## src/tmfr_pkg.sv

```systemverilog
// ----------------------------------------------------------------------------
// tmfr_pkg
// Shared types and constants of the trimmed-mean force row scanner: sample
// width, channel count, row index width and the row tag that travels with a
// finished row through the pipeline.
// ----------------------------------------------------------------------------
package tmfr_pkg;

  localparam int SAMPLE_BITS = 12;
  localparam int CHANNELS    = 6;
  localparam int ROW_BITS    = 4;

  typedef logic [SAMPLE_BITS-1:0] sample_t;
  typedef sample_t [CHANNELS-1:0] sample_vec_t;
  typedef logic [ROW_BITS-1:0]    row_t;

  typedef struct packed {
    row_t row;
    logic done;
  } row_tag_t;

endpackage

```

## src/tmfr_in_if.sv

```systemverilog
// ----------------------------------------------------------------------------
// tmfr_in_if
// Conversion channel: one beat carries the restart flag and six samples.
// ----------------------------------------------------------------------------
interface tmfr_in_if;
  import tmfr_pkg::*;

  logic    valid;
  logic    ready;
  logic    restart;
  sample_t sample_ch0;
  sample_t sample_ch1;
  sample_t sample_ch2;
  sample_t sample_ch3;
  sample_t sample_ch4;
  sample_t sample_ch5;

  modport source (
    output valid, restart,
    output sample_ch0, sample_ch1, sample_ch2, sample_ch3, sample_ch4, sample_ch5,
    input  ready
  );

  modport sink (
    input  valid, restart,
    input  sample_ch0, sample_ch1, sample_ch2, sample_ch3, sample_ch4, sample_ch5,
    output ready
  );

endinterface

```

## src/tmfr_out_if.sv

```systemverilog
// ----------------------------------------------------------------------------
// tmfr_out_if
// Result channel: one beat carries a row index, the scan-done flag and the
// six trimmed means of that row.
// ----------------------------------------------------------------------------
interface tmfr_out_if;
  import tmfr_pkg::*;

  logic    valid;
  logic    ready;
  row_t    row_index;
  logic    scan_done;
  sample_t avg_ch0;
  sample_t avg_ch1;
  sample_t avg_ch2;
  sample_t avg_ch3;
  sample_t avg_ch4;
  sample_t avg_ch5;

  modport source (
    output valid, row_index, scan_done,
    output avg_ch0, avg_ch1, avg_ch2, avg_ch3, avg_ch4, avg_ch5,
    input  ready
  );

  modport sink (
    input  valid, row_index, scan_done,
    input  avg_ch0, avg_ch1, avg_ch2, avg_ch3, avg_ch4, avg_ch5,
    output ready
  );

endinterface

```

## src/tmfr_accum.sv

```systemverilog
// ----------------------------------------------------------------------------
// tmfr_accum
// Per-channel running sum, minimum and maximum with sample and row counters.
// On the last sample of a row, the final sums and extremes are captured in a
// row record register for the divider.
// ----------------------------------------------------------------------------
module tmfr_accum #(
  parameter int SAMPLES = 8,
  parameter int ROWS    = 10,
  parameter int SUM_W   = 15
) (
  input  logic                                       clk,
  input  logic                                       rst_n,
  input  logic                                       in_valid,
  output logic                                       in_ready,
  input  logic                                       in_restart,
  input  tmfr_pkg::sample_vec_t                      in_samples,
  output logic                                       rec_valid,
  input  logic                                       rec_ready,
  output tmfr_pkg::row_tag_t                         rec_tag,
  output logic [tmfr_pkg::CHANNELS-1:0][SUM_W-1:0]   rec_sum,
  output tmfr_pkg::sample_vec_t                      rec_min,
  output tmfr_pkg::sample_vec_t                      rec_max
);
  import tmfr_pkg::*;

  localparam int CNT_W = $clog2(SAMPLES);

  logic [CNT_W-1:0]                  cnt_r;
  logic [CNT_W-1:0]                  cnt_eff;
  logic [CNT_W-1:0]                  cnt_nxt;
  row_t                              row_r;
  row_t                              row_cur;
  row_t                              row_nxt;
  logic                              first;
  logic                              last;
  logic                              fire;
  logic                              row_end;

  logic [CHANNELS-1:0][SUM_W-1:0]    sum_r;
  logic [CHANNELS-1:0][SUM_W-1:0]    sum_nxt;
  sample_vec_t                       min_r;
  sample_vec_t                       min_nxt;
  sample_vec_t                       max_r;
  sample_vec_t                       max_nxt;

  logic                              rec_valid_r;
  row_tag_t                          rec_tag_r;
  logic [CHANNELS-1:0][SUM_W-1:0]    rec_sum_r;
  sample_vec_t                       rec_min_r;
  sample_vec_t                       rec_max_r;

  // restart behaves as if the counters were already cleared
  assign cnt_eff = in_restart ? '0 : cnt_r;
  assign row_cur = in_restart ? '0 : row_r;
  assign first   = (cnt_eff == '0);
  assign last    = (cnt_eff == CNT_W'(SAMPLES - 1));
  assign row_end = (row_cur == ROW_BITS'(ROWS - 1));

  // only a row-completing beat needs room in the record register
  assign in_ready = !last || !rec_valid_r || rec_ready;
  assign fire     = in_valid && in_ready;

  always_comb begin
    for (int c = 0; c < CHANNELS; c++) begin
      if (first) begin
        sum_nxt[c] = SUM_W'(in_samples[c]);
        min_nxt[c] = in_samples[c];
        max_nxt[c] = in_samples[c];
      end else begin
        sum_nxt[c] = sum_r[c] + SUM_W'(in_samples[c]);
        min_nxt[c] = (in_samples[c] < min_r[c]) ? in_samples[c] : min_r[c];
        max_nxt[c] = (in_samples[c] > max_r[c]) ? in_samples[c] : max_r[c];
      end
    end
  end

  always_comb begin
    if (last) begin
      cnt_nxt = '0;
      row_nxt = row_end ? '0 : row_cur + 1'b1;
    end else begin
      cnt_nxt = cnt_eff + 1'b1;
      row_nxt = row_cur;
    end
  end

  always_ff @(posedge clk) begin
    if (!rst_n) begin
      cnt_r       <= '0;
      row_r       <= '0;
      rec_valid_r <= 1'b0;
    end else begin
      if (fire) begin
        cnt_r <= cnt_nxt;
        row_r <= row_nxt;
      end
      if (fire && last) begin
        rec_valid_r <= 1'b1;
      end else if (rec_ready) begin
        rec_valid_r <= 1'b0;
      end
    end
  end

  always_ff @(posedge clk) begin
    if (fire) begin
      sum_r <= sum_nxt;
      min_r <= min_nxt;
      max_r <= max_nxt;
    end
    if (fire && last) begin
      rec_tag_r.row  <= row_cur;
      rec_tag_r.done <= row_end;
      rec_sum_r      <= sum_nxt;
      rec_min_r      <= min_nxt;
      rec_max_r      <= max_nxt;
    end
  end

  assign rec_valid = rec_valid_r;
  assign rec_tag   = rec_tag_r;
  assign rec_sum   = rec_sum_r;
  assign rec_min   = rec_min_r;
  assign rec_max   = rec_max_r;

endmodule

```

## src/tmfr_trim_div.sv

```systemverilog
// ----------------------------------------------------------------------------
// tmfr_trim_div
// Two-stage trimmed mean: drop min and max from the sum, then divide by
// SAMPLES-2 through a multiply by a rounded-up reciprocal, exact for every
// value of the kept sum.
// ----------------------------------------------------------------------------
module tmfr_trim_div #(
  parameter int SAMPLES = 8,
  parameter int SUM_W   = 15
) (
  input  logic                                       clk,
  input  logic                                       rst_n,
  input  logic                                       in_valid,
  output logic                                       in_ready,
  input  tmfr_pkg::row_tag_t                         in_tag,
  input  logic [tmfr_pkg::CHANNELS-1:0][SUM_W-1:0]   in_sum,
  input  tmfr_pkg::sample_vec_t                      in_min,
  input  tmfr_pkg::sample_vec_t                      in_max,
  output logic                                       out_valid,
  input  logic                                       out_ready,
  output tmfr_pkg::row_tag_t                         out_tag,
  output tmfr_pkg::sample_vec_t                      out_avg
);
  import tmfr_pkg::*;

  localparam int              DIV    = (SAMPLES > 2) ? SAMPLES - 2 : 1;
  localparam int              DIV_LD = $clog2(DIV);
  localparam int              SHIFT  = SUM_W + DIV_LD;
  localparam int              MULT_W = SUM_W + 1;
  localparam int              PROD_W = SUM_W + MULT_W;
  localparam longint unsigned MULT_L =
    ((64'd1 << SHIFT) + 64'(DIV) - 64'd1) / 64'(DIV);
  localparam logic [MULT_W-1:0] MULT = MULT_W'(MULT_L);

  logic                                k_valid_r;
  logic                                k_en;
  row_tag_t                            k_tag_r;
  logic [CHANNELS-1:0][SUM_W-1:0]      kept_r;
  logic [CHANNELS-1:0][SUM_W-1:0]      kept_nxt;

  logic                                p_valid_r;
  logic                                p_en;
  row_tag_t                            p_tag_r;
  logic [CHANNELS-1:0][PROD_W-1:0]     prod_r;
  logic [CHANNELS-1:0][PROD_W-1:0]     prod_nxt;

  assign p_en     = !p_valid_r || out_ready;
  assign k_en     = !k_valid_r || p_en;
  assign in_ready = k_en;

  always_comb begin
    for (int c = 0; c < CHANNELS; c++) begin
      kept_nxt[c] = in_sum[c] - SUM_W'(in_min[c]) - SUM_W'(in_max[c]);
      prod_nxt[c] = PROD_W'(kept_r[c]) * PROD_W'(MULT);
    end
  end

  always_ff @(posedge clk) begin
    if (!rst_n) begin
      k_valid_r <= 1'b0;
      p_valid_r <= 1'b0;
    end else begin
      if (k_en) begin
        k_valid_r <= in_valid;
      end
      if (p_en) begin
        p_valid_r <= k_valid_r;
      end
    end
  end

  always_ff @(posedge clk) begin
    if (k_en && in_valid) begin
      k_tag_r <= in_tag;
      kept_r  <= kept_nxt;
    end
    if (p_en && k_valid_r) begin
      p_tag_r <= k_tag_r;
      prod_r  <= prod_nxt;
    end
  end

  always_comb begin
    for (int c = 0; c < CHANNELS; c++) begin
      out_avg[c] = prod_r[c][SHIFT +: SAMPLE_BITS];
    end
  end

  assign out_valid = p_valid_r;
  assign out_tag   = p_tag_r;

endmodule

```

## src/trimmed_mean_force_row_scanner.sv

```systemverilog
// ----------------------------------------------------------------------------
// trimmed_mean_force_row_scanner
// Olympic average of six force channels per row: sum, drop min and max,
// divide by SAMPLES-2, then step to the next row.
// ----------------------------------------------------------------------------
// Usage:
//   in_ch carries one ADC conversion per beat (six samples and a restart
//   flag); a beat with restart high clears the accumulators and row counter
//   and counts as the first sample of row 0.
//   out_ch carries one beat per completed row: row index, scan-done flag on
//   row ROWS-1, and six trimmed means.
//   Throughput: one conversion per cycle, sustained while out_ch takes its
//   results; one result per SAMPLES conversions.
//   The beat that completes a row is captured in the input register and
//   passes the accumulators, trim subtract, reciprocal multiply and output
//   register before the result of the row is valid.
//   Reset clears all valid flags, the sample counter and the row counter.
//   While out_ch is stalled, conversions that do not complete a row are still
//   taken; the pipeline behind the output holds up to three further rows
//   before in_ch.ready drops.
// ----------------------------------------------------------------------------
module trimmed_mean_force_row_scanner #(
  parameter int SAMPLES = 8,
  parameter int ROWS    = 10
) (
  input  logic       clk,
  input  logic       rst_n,
  tmfr_in_if.sink    in_ch,
  tmfr_out_if.source out_ch
);
  import tmfr_pkg::*;

  localparam int SUM_W = SAMPLE_BITS + $clog2(SAMPLES);

  logic                              a_valid_r;
  logic                              a_restart_r;
  sample_vec_t                       a_samples_r;
  sample_vec_t                       in_samples;
  logic                              in_fire;

  logic                              acc_ready;
  logic                              rec_valid;
  logic                              rec_ready;
  row_tag_t                          rec_tag;
  logic [CHANNELS-1:0][SUM_W-1:0]    rec_sum;
  sample_vec_t                       rec_min;
  sample_vec_t                       rec_max;

  logic                              div_valid;
  row_tag_t                          div_tag;
  sample_vec_t                       div_avg;

  logic                              out_valid_r;
  logic                              out_en;
  row_tag_t                          out_tag_r;
  sample_vec_t                       out_avg_r;

  assign in_samples[0] = in_ch.sample_ch0;
  assign in_samples[1] = in_ch.sample_ch1;
  assign in_samples[2] = in_ch.sample_ch2;
  assign in_samples[3] = in_ch.sample_ch3;
  assign in_samples[4] = in_ch.sample_ch4;
  assign in_samples[5] = in_ch.sample_ch5;

  assign in_ch.ready = !a_valid_r || acc_ready;
  assign in_fire     = in_ch.valid && in_ch.ready;

  always_ff @(posedge clk) begin
    if (!rst_n) begin
      a_valid_r <= 1'b0;
    end else if (in_fire) begin
      a_valid_r <= 1'b1;
    end else if (acc_ready) begin
      a_valid_r <= 1'b0;
    end
  end

  always_ff @(posedge clk) begin
    if (in_fire) begin
      a_restart_r <= in_ch.restart;
      a_samples_r <= in_samples;
    end
  end

  tmfr_accum #(
    .SAMPLES (SAMPLES),
    .ROWS    (ROWS),
    .SUM_W   (SUM_W)
  ) u_accum (
    .clk        (clk),
    .rst_n      (rst_n),
    .in_valid   (a_valid_r),
    .in_ready   (acc_ready),
    .in_restart (a_restart_r),
    .in_samples (a_samples_r),
    .rec_valid  (rec_valid),
    .rec_ready  (rec_ready),
    .rec_tag    (rec_tag),
    .rec_sum    (rec_sum),
    .rec_min    (rec_min),
    .rec_max    (rec_max)
  );

  tmfr_trim_div #(
    .SAMPLES (SAMPLES),
    .SUM_W   (SUM_W)
  ) u_trim_div (
    .clk       (clk),
    .rst_n     (rst_n),
    .in_valid  (rec_valid),
    .in_ready  (rec_ready),
    .in_tag    (rec_tag),
    .in_sum    (rec_sum),
    .in_min    (rec_min),
    .in_max    (rec_max),
    .out_valid (div_valid),
    .out_ready (out_en),
    .out_tag   (div_tag),
    .out_avg   (div_avg)
  );

  // output register: refill whenever empty or being drained
  assign out_en = !out_valid_r || out_ch.ready;

  always_ff @(posedge clk) begin
    if (!rst_n) begin
      out_valid_r <= 1'b0;
    end else if (out_en) begin
      out_valid_r <= div_valid;
    end
  end

  always_ff @(posedge clk) begin
    if (out_en && div_valid) begin
      out_tag_r <= div_tag;
      out_avg_r <= div_avg;
    end
  end

  assign out_ch.valid     = out_valid_r;
  assign out_ch.row_index = out_tag_r.row;
  assign out_ch.scan_done = out_tag_r.done;
  assign out_ch.avg_ch0   = out_avg_r[0];
  assign out_ch.avg_ch1   = out_avg_r[1];
  assign out_ch.avg_ch2   = out_avg_r[2];
  assign out_ch.avg_ch3   = out_avg_r[3];
  assign out_ch.avg_ch4   = out_avg_r[4];
  assign out_ch.avg_ch5   = out_avg_r[5];

endmodule

```

## src/flat_wrapper.sv

```systemverilog
// flat-port wrapper written by rule: the top's interface ports become plain ports
module trimmed_mean_force_row_scanner_flat import tmfr_pkg::*;
#(
  parameter int SAMPLES = 8,
  parameter int ROWS    = 10
)
  (clk, rst_n, in_ch_valid, in_ch_restart, in_ch_sample_ch0, in_ch_sample_ch1, in_ch_sample_ch2, in_ch_sample_ch3, in_ch_sample_ch4, in_ch_sample_ch5, in_ch_ready, out_ch_valid, out_ch_row_index, out_ch_scan_done, out_ch_avg_ch0, out_ch_avg_ch1, out_ch_avg_ch2, out_ch_avg_ch3, out_ch_avg_ch4, out_ch_avg_ch5, out_ch_ready);
  tmfr_in_if in_ch_i ();
  tmfr_out_if out_ch_i ();
  input  logic clk;
  input  logic rst_n;
  input wire logic [$bits(in_ch_i.valid)-1:0] in_ch_valid;
  input wire logic [$bits(in_ch_i.restart)-1:0] in_ch_restart;
  input wire logic [$bits(in_ch_i.sample_ch0)-1:0] in_ch_sample_ch0;
  input wire logic [$bits(in_ch_i.sample_ch1)-1:0] in_ch_sample_ch1;
  input wire logic [$bits(in_ch_i.sample_ch2)-1:0] in_ch_sample_ch2;
  input wire logic [$bits(in_ch_i.sample_ch3)-1:0] in_ch_sample_ch3;
  input wire logic [$bits(in_ch_i.sample_ch4)-1:0] in_ch_sample_ch4;
  input wire logic [$bits(in_ch_i.sample_ch5)-1:0] in_ch_sample_ch5;
  output wire logic [$bits(in_ch_i.ready)-1:0] in_ch_ready;
  output wire logic [$bits(out_ch_i.valid)-1:0] out_ch_valid;
  output wire logic [$bits(out_ch_i.row_index)-1:0] out_ch_row_index;
  output wire logic [$bits(out_ch_i.scan_done)-1:0] out_ch_scan_done;
  output wire logic [$bits(out_ch_i.avg_ch0)-1:0] out_ch_avg_ch0;
  output wire logic [$bits(out_ch_i.avg_ch1)-1:0] out_ch_avg_ch1;
  output wire logic [$bits(out_ch_i.avg_ch2)-1:0] out_ch_avg_ch2;
  output wire logic [$bits(out_ch_i.avg_ch3)-1:0] out_ch_avg_ch3;
  output wire logic [$bits(out_ch_i.avg_ch4)-1:0] out_ch_avg_ch4;
  output wire logic [$bits(out_ch_i.avg_ch5)-1:0] out_ch_avg_ch5;
  input wire logic [$bits(out_ch_i.ready)-1:0] out_ch_ready;
  assign in_ch_i.valid = in_ch_valid;
  assign in_ch_i.restart = in_ch_restart;
  assign in_ch_i.sample_ch0 = in_ch_sample_ch0;
  assign in_ch_i.sample_ch1 = in_ch_sample_ch1;
  assign in_ch_i.sample_ch2 = in_ch_sample_ch2;
  assign in_ch_i.sample_ch3 = in_ch_sample_ch3;
  assign in_ch_i.sample_ch4 = in_ch_sample_ch4;
  assign in_ch_i.sample_ch5 = in_ch_sample_ch5;
  assign in_ch_ready = in_ch_i.ready;
  assign out_ch_valid = out_ch_i.valid;
  assign out_ch_row_index = out_ch_i.row_index;
  assign out_ch_scan_done = out_ch_i.scan_done;
  assign out_ch_avg_ch0 = out_ch_i.avg_ch0;
  assign out_ch_avg_ch1 = out_ch_i.avg_ch1;
  assign out_ch_avg_ch2 = out_ch_i.avg_ch2;
  assign out_ch_avg_ch3 = out_ch_i.avg_ch3;
  assign out_ch_avg_ch4 = out_ch_i.avg_ch4;
  assign out_ch_avg_ch5 = out_ch_i.avg_ch5;
  assign out_ch_i.ready = out_ch_ready;
  trimmed_mean_force_row_scanner #(.SAMPLES(SAMPLES), .ROWS(ROWS)) u_core (.clk(clk), .rst_n(rst_n), .in_ch(in_ch_i), .out_ch(out_ch_i));
endmodule
```

## config.mk

```make
export PLATFORM = sky130hd
export DESIGN_NAME = trimmed_mean_force_row_scanner_flat
export DESIGN_NICKNAME = d
export VERILOG_FILES = /design/src/tmfr_pkg.sv /design/src/tmfr_in_if.sv /design/src/tmfr_out_if.sv /design/src/tmfr_accum.sv /design/src/tmfr_trim_div.sv /design/src/trimmed_mean_force_row_scanner.sv /design/src/flat_wrapper.sv
export SDC_FILE = /design/constraint.sdc
export NUM_CORES = 2
export LEC_CHECK = 0
export BUFFER_PORTS_ARGS = -buffer_cell sky130_fd_sc_hd__clkbuf_2
export CAP_MARGIN = 20
export CORE_ASPECT_RATIO = 0.75
export CORE_MARGIN = 2
export CORE_UTILIZATION = 30
export DETAILED_ROUTE_END_ITERATION = 10
export GPL_TIMING_DRIVEN = 0
export PLACE_DENSITY = 0.47
export SLEW_MARGIN = 20
export SYNTH_ARGS = -nofsm -noshare
export SYNTH_HDL_FRONTEND = slang
export SYNTH_SLANG_ARGS = --single-unit
```

## constraint.sdc

```tcl
create_clock -name clk -period 10.5 [get_ports clk]
set_clock_uncertainty 0.2 [all_clocks]
set_input_delay 0.525 -clock clk [delete_from_list [all_inputs] [get_ports clk]]
set_output_delay 0.525 -clock clk [all_outputs]
set_load 0.005 [all_outputs]
```

After elaboration in Yosys (flattened, before gate mapping)
Cells that the tools add are included.

Add/sub/neg operators: 20. Multipliers: 6. $lt $le $gt $ge: 12. Eq/ne operators: 2. Multiplexer cells: 39. Reduce and logical (&&, ||, !) cells: 21.

Operator list (number): $mux 12 (24); $mul 15x16->30 const B (6); $sub 15x12->15 (12); $add 15x12->15 (6); $mux 15 (6); $gt 12x12->1 (6); $lt 12x12->1 (6); $mux 4 (3); $logic_and 1x1->1 (6); $logic_not 1->1 (6); $logic_or 1x1->1 (6); $mux 3 (2); $add 4x1->4 const B (1); $eq 4x4->1 const B (1); $mux 1 (4); $reduce_bool 2->1 (2); $add 3x1->3 const B (1); $eq 3x3->1 const B (1); $logic_not 3->1 (1).

Register bits after elaboration: 915. Bits of input ports: 77. Output and inout port bits: 79. Word-level logic and storage cells: 176.

Logic depth before layout (Yosys ltp)
Depth in word-level cells: 8. Mapped depth: 21. Mapped depth without buffers: 20.

By module
A second synthesis with hierarchy kept.

Cell total of the unflattened synthesis: 5213. Area, all modules: 61461.4 µm².

Modules (own cells, without submodules): tmfr_trim_div (instances 1, cells each 2878, area an instance 30727.0 µm², seq. area each 5205.0 µm²); tmfr_accum (instances 1, cells each 2175, area an instance 26115.0 µm², seq. area each 14363.8 µm²); trimmed_mean_force_row_scanner (instances 1, cells each 160, area an instance 4619.4 µm², seq. area each 4544.4 µm²).

Worst setup path after synthesis
Ideal clock, no wire load.

Path kind: input -> register. Start: input out_ch_ready. End: register u_core.u_trim_div.k_tag_r[0] in the netlist's numbering (enable). Setup time: 0.694 ns. Arrival: 7.660 ns. Data required time: 9.606 ns. Setup slack: 1.946 ns. Cell stages on the path: 3. Buffers on the path: 0. Cell sequence: nor2b_1 -> and2_1 -> a21boi_0.

Cells in the longest elaborated chain, start to end: 4.

Ends and longest elaborated chain: start, declared (RTL line flat_wrapper.sv:30) `input wire logic [$bits(out_ch_i.ready)-1:0] out_ch_ready;`; $logic_or 1x1->1 (RTL line trimmed_mean_force_row_scanner.sv:123) `assign out_en = !out_valid_r || out_ch.ready;`; $logic_or 1x1->1 (RTL line tmfr_trim_div.sv:47) `assign p_en = !p_valid_r || out_ready;`; $logic_or 1x1->1 (RTL line tmfr_trim_div.sv:48) `assign k_en = !k_valid_r || p_en;`; $logic_and 1x1->1 (RTL line tmfr_trim_div.sv:73) `if (k_en && in_valid) begin`; end signal, assigned (RTL line tmfr_trim_div.sv:74) `k_tag_r <= in_tag;`; end, declared (RTL line tmfr_trim_div.sv:37) `row_tag_t k_tag_r;`.

No other way between the ends. A chain may end at the register's enable or synchronous reset.

==> qor.tcl <==
set qor(status) {finished clean}
set qor(max_cap_violations) 0
set qor(powerDensity_nw_per_um2) 114
set qor(tightest_slew_ns) 1.06
set qor(total_leakage_power_nw) 30.0
set qor(start_kind) {flop}
set qor(area.sequential_um2) 24100
set qor(coreArea_um2) 197000
set qor(fin_crit_sh_pct) 60.9
set qor(die_height_um) 389
set qor(criticalPathCategory) {flop to flop}
set qor(yosys_warnings) 0
set qor(finalNetCount) 6571
set qor(multiInputGateArea_um2) 31800
set qor(worstPathMaxFanout) 3
set qor(clock_period_minus_worst_slack_ns) 6.40
set qor(fin_setup_tns_ns) 0
set qor(total_of_flip_flops_plus_latches_after_synthesis) 807
set qor(cts_root_buffer) {sky130_fd_sc_hd__clkbuf_16}
set qor(sequential_to_total_area_share_from_yosys_stat_pct) 40.8
set qor(worst_setup_path_end_kind) {flop}
set qor(fin_ws_ns) 4.10
set qor(path_cells) {ha_1 -> inv_1 -> fa_1 -> inv_1 -> fa_1 -> fa_1 -> fa_1 -> fa_1 -> ha_1 -> a21o_1 -> a221o_1 -> a21oi_1 -> o31a_1 -> a21oi_1 -> o2111ai_1 -> nand3b_1 -> a21oi_1 -> xnor2_1}
set qor(hold_buffers) 76
set qor(clock.fmax_mhz) 156
set qor(syn_nets) 6213
set qor(final_cell_count_no_fill) 7874
set qor(cpMaxStageDelayCell) {sky130_fd_sc_hd__fa_1}
set qor(cts_resized) 0
set qor(htree_levels) 3
set qor(layout-drive-gt1-share_pct) 10.2
set qor(route.antenna.remaining_nets) 0
set qor(rows) 141
set qor(cts_made_buffers) 96
set qor(gpl.final_weighted_congestion) 0.826
set qor(syn_inst) 4798
set qor(globalRouteTotalUtil_pct) 13.2
set qor(synth-async-reset-ratio_pct) 0
set qor(global_route.overflow_total) 0
set qor(dominantRegCellSynth) {sky130_fd_sc_hd__edfxtp_1}
set qor(placement.io_buffers) 155
set qor(detail_route.vias_per_cell) 4.46
set qor(postSynthAreaPerCell_um2) 12.3
set qor(floorplan.die_area_um2) 201000
set qor(setup_repair_after_global_routing_missed_its_margin) {no}
set qor(initial_core_util_pct) 30.1
set qor(clock-sinks) 807
set qor(syn_area_um2) 59200
set qor(die_w_um) 517
set qor(detailed_route_iter0_violations) 1676
set qor(grt_antenna_before_repair) 8
set qor(slew-limit-headroom_pct) 29.7
set qor(setup_fix_bufs_post_cts) 0
set qor(cell_count_after_placement) 7627
set qor(crit_path_max_incr_delay_ns) 0.63
set qor(first_pass_iters) 6
set qor(totalWireLength_um) 130000
set qor(cts_max_path_buffers) 3
set qor(route.detailed.drc) 0
set qor(grt_pass1_vias) 36800
set qor(tritoncts) {built}
set qor(preCtsSetupSlack_ns) 4.15
set qor(drv_slew) 0
set qor(grt_max_degree) 89
set qor(routedWlPerCell_um) 16.5
set qor(path_clk_slew_ns) 0.06
set qor(clk-insertion-delay-late_ns) 0.72
set qor(top_level_ports) 156
set qor(worst-endpoint-arrival_ns) 6.66
set qor(via_count) 35100
set qor(hold_viol) 0
set qor(dpl.hpwl_um) 103000
set qor(hold_class) {primary input to flop}
set qor(nFillCells) 19600
set qor(first_pass_grt_wire_length_um) 208000
set qor(peakVddDrop_mv) 0.129
set qor(area.growth.synth_to_final_pct) 14.8
set qor(final_area_um2) 67900
set qor(most_used_cell_along_the_critical_path) {sky130_fd_sc_hd__fa_1}
set qor(synth.distinct_cells) 81
set qor(dpl_cell_area_um2) 64000
set qor(cp.required_ns) 10.76
set qor(setup_viol) 0
set qor(synth-edff-count) 795
worst paths after layout:
check                             endpoint  slack, ns  depth (start not counted)                    startpoint
max reg2reg  u_core.u_trim_div.out_avg[11]       4.10                         18   u_core.u_trim_div.kept_r[2]
min reg2reg        u_core.out_ch.scan_done       0.21                          0  u_core.u_trim_div.out_tag[0]
max          u_core.u_trim_div.out_avg[11]       4.10                         18   u_core.u_trim_div.kept_r[2]
min                     u_core.a_restart_r       0.08                          3                   in_ch_valid
per-layer routing:
layer  routed length (µm)  part of all wire (%)  track usage, %
met4                 2950                   2.3            3.05
met1                67400                    52            19.6
met2                55300                    43            20.0
met3                 4380                   3.4            2.16
met5                    0                     0               0
cell usage in the layout, fill, tap and decap left out, drive strengths merged, types with 14 or more instances in the layout:
cell type and instances:
fa 423, nand3 49, edfxtp 795, clkinv 39, xnor2 164, buf 43, dlygate4sd3 76, mux2 132
nand2 147, clkbuf 287, a21oi 221, ha 915, a21o 117, nor3 44, o21a 44, nor2b 54
inv 840, and3 25, o31ai 27, mux2i 14, nand2b 44, nand4 28, and2 26, o21ai 145
xor2 102, or3 22, a21boi 26, a211oi 26, nor2 177, a31oi 25
logic make-up after synthesis:
family / count (synthesis) / synth area share (%)
buffers and inverters: 877 / 5.61
xor gates and xnor gates: 266 / 3.94
DFF: 807 / 40.8
AOI/OAI and AO/OA: 722 / 8.03
muxes: 146 / 2.75
adders and majority gates: 1338 / 33.7
and+or+nand+nor: 642 / 5.27
report_power, final:
| group | internal (mW) | switching, mW | leakage, nW | total, mW |
|---|---|---|---|---|
| clock network | 1.96 | 1.43 | 1.51 | 3.39 |
| registers | 3.64 | 0.0711 | 7.40 | 3.71 |
| logic | 0.272 | 0.345 | 21.1 | 0.618 |
through the flow:
stage | util (%) | hold WS (ns) | power (mW)
after floorplan | - | 0.200 | 4.17
after global placement | 32.2 | 0.200 | 4.37
after detailed placement | 32.6 | 0.205 | 4.37
after CTS | 34.6 | 0.00927 | 7.87
after global routing | 34.6 | 0.0236 | 8.07
final | 34.6 | 0.0835 | 7.71
cells in the mapped netlist, types with 28 or more instances:
cell type	instances	area, µm²
sky130_fd_sc_hd__ha_1	915	11400
sky130_fd_sc_hd__inv_1	837	3140
sky130_fd_sc_hd__edfxtp_1	795	23900
sky130_fd_sc_hd__fa_1	423	8470
sky130_fd_sc_hd__a21oi_1	217	1090
sky130_fd_sc_hd__nor2_1	177	664
sky130_fd_sc_hd__xnor2_1	164	1440
sky130_fd_sc_hd__nand2_1	147	552
sky130_fd_sc_hd__o21ai_0	133	666
sky130_fd_sc_hd__mux2_2	132	1490
sky130_fd_sc_hd__a21o_1	117	878
sky130_fd_sc_hd__xor2_1	102	893
sky130_fd_sc_hd__nor2b_1	54	338
sky130_fd_sc_hd__nand3_1	49	245
sky130_fd_sc_hd__nand2b_1	44	275
sky130_fd_sc_hd__nor3_1	44	220
sky130_fd_sc_hd__o21a_1	44	330
sky130_fd_sc_hd__nand4_1	28	175
final cells by class:
cell class / count / share of cell area (%)
Clock buffer: 106 / 3.62
Timing Repair Buffer: 260 / 3.32
Multi-Input combinational cell: 3114 / 46.8
Buffer: 40 / 0.269
Tap cell: 2645 / 4.87
Inverter: 837 / 4.64
Clock inverter: 63 / 0.973
Antenna cell: 2 / 0.00737
Sequential cell: 807 / 35.5
critical path: cells and delay by family (launching register included):
family,cells,cell delay (ns)
flops,1,0.54
simple gates,1,0.15
buf+inv,2,0.22
compound gates,7,1.65
xor+xnor,1,0.08
fa+ha+maj,7,3.32
Power figures use the tool's default switching activity.
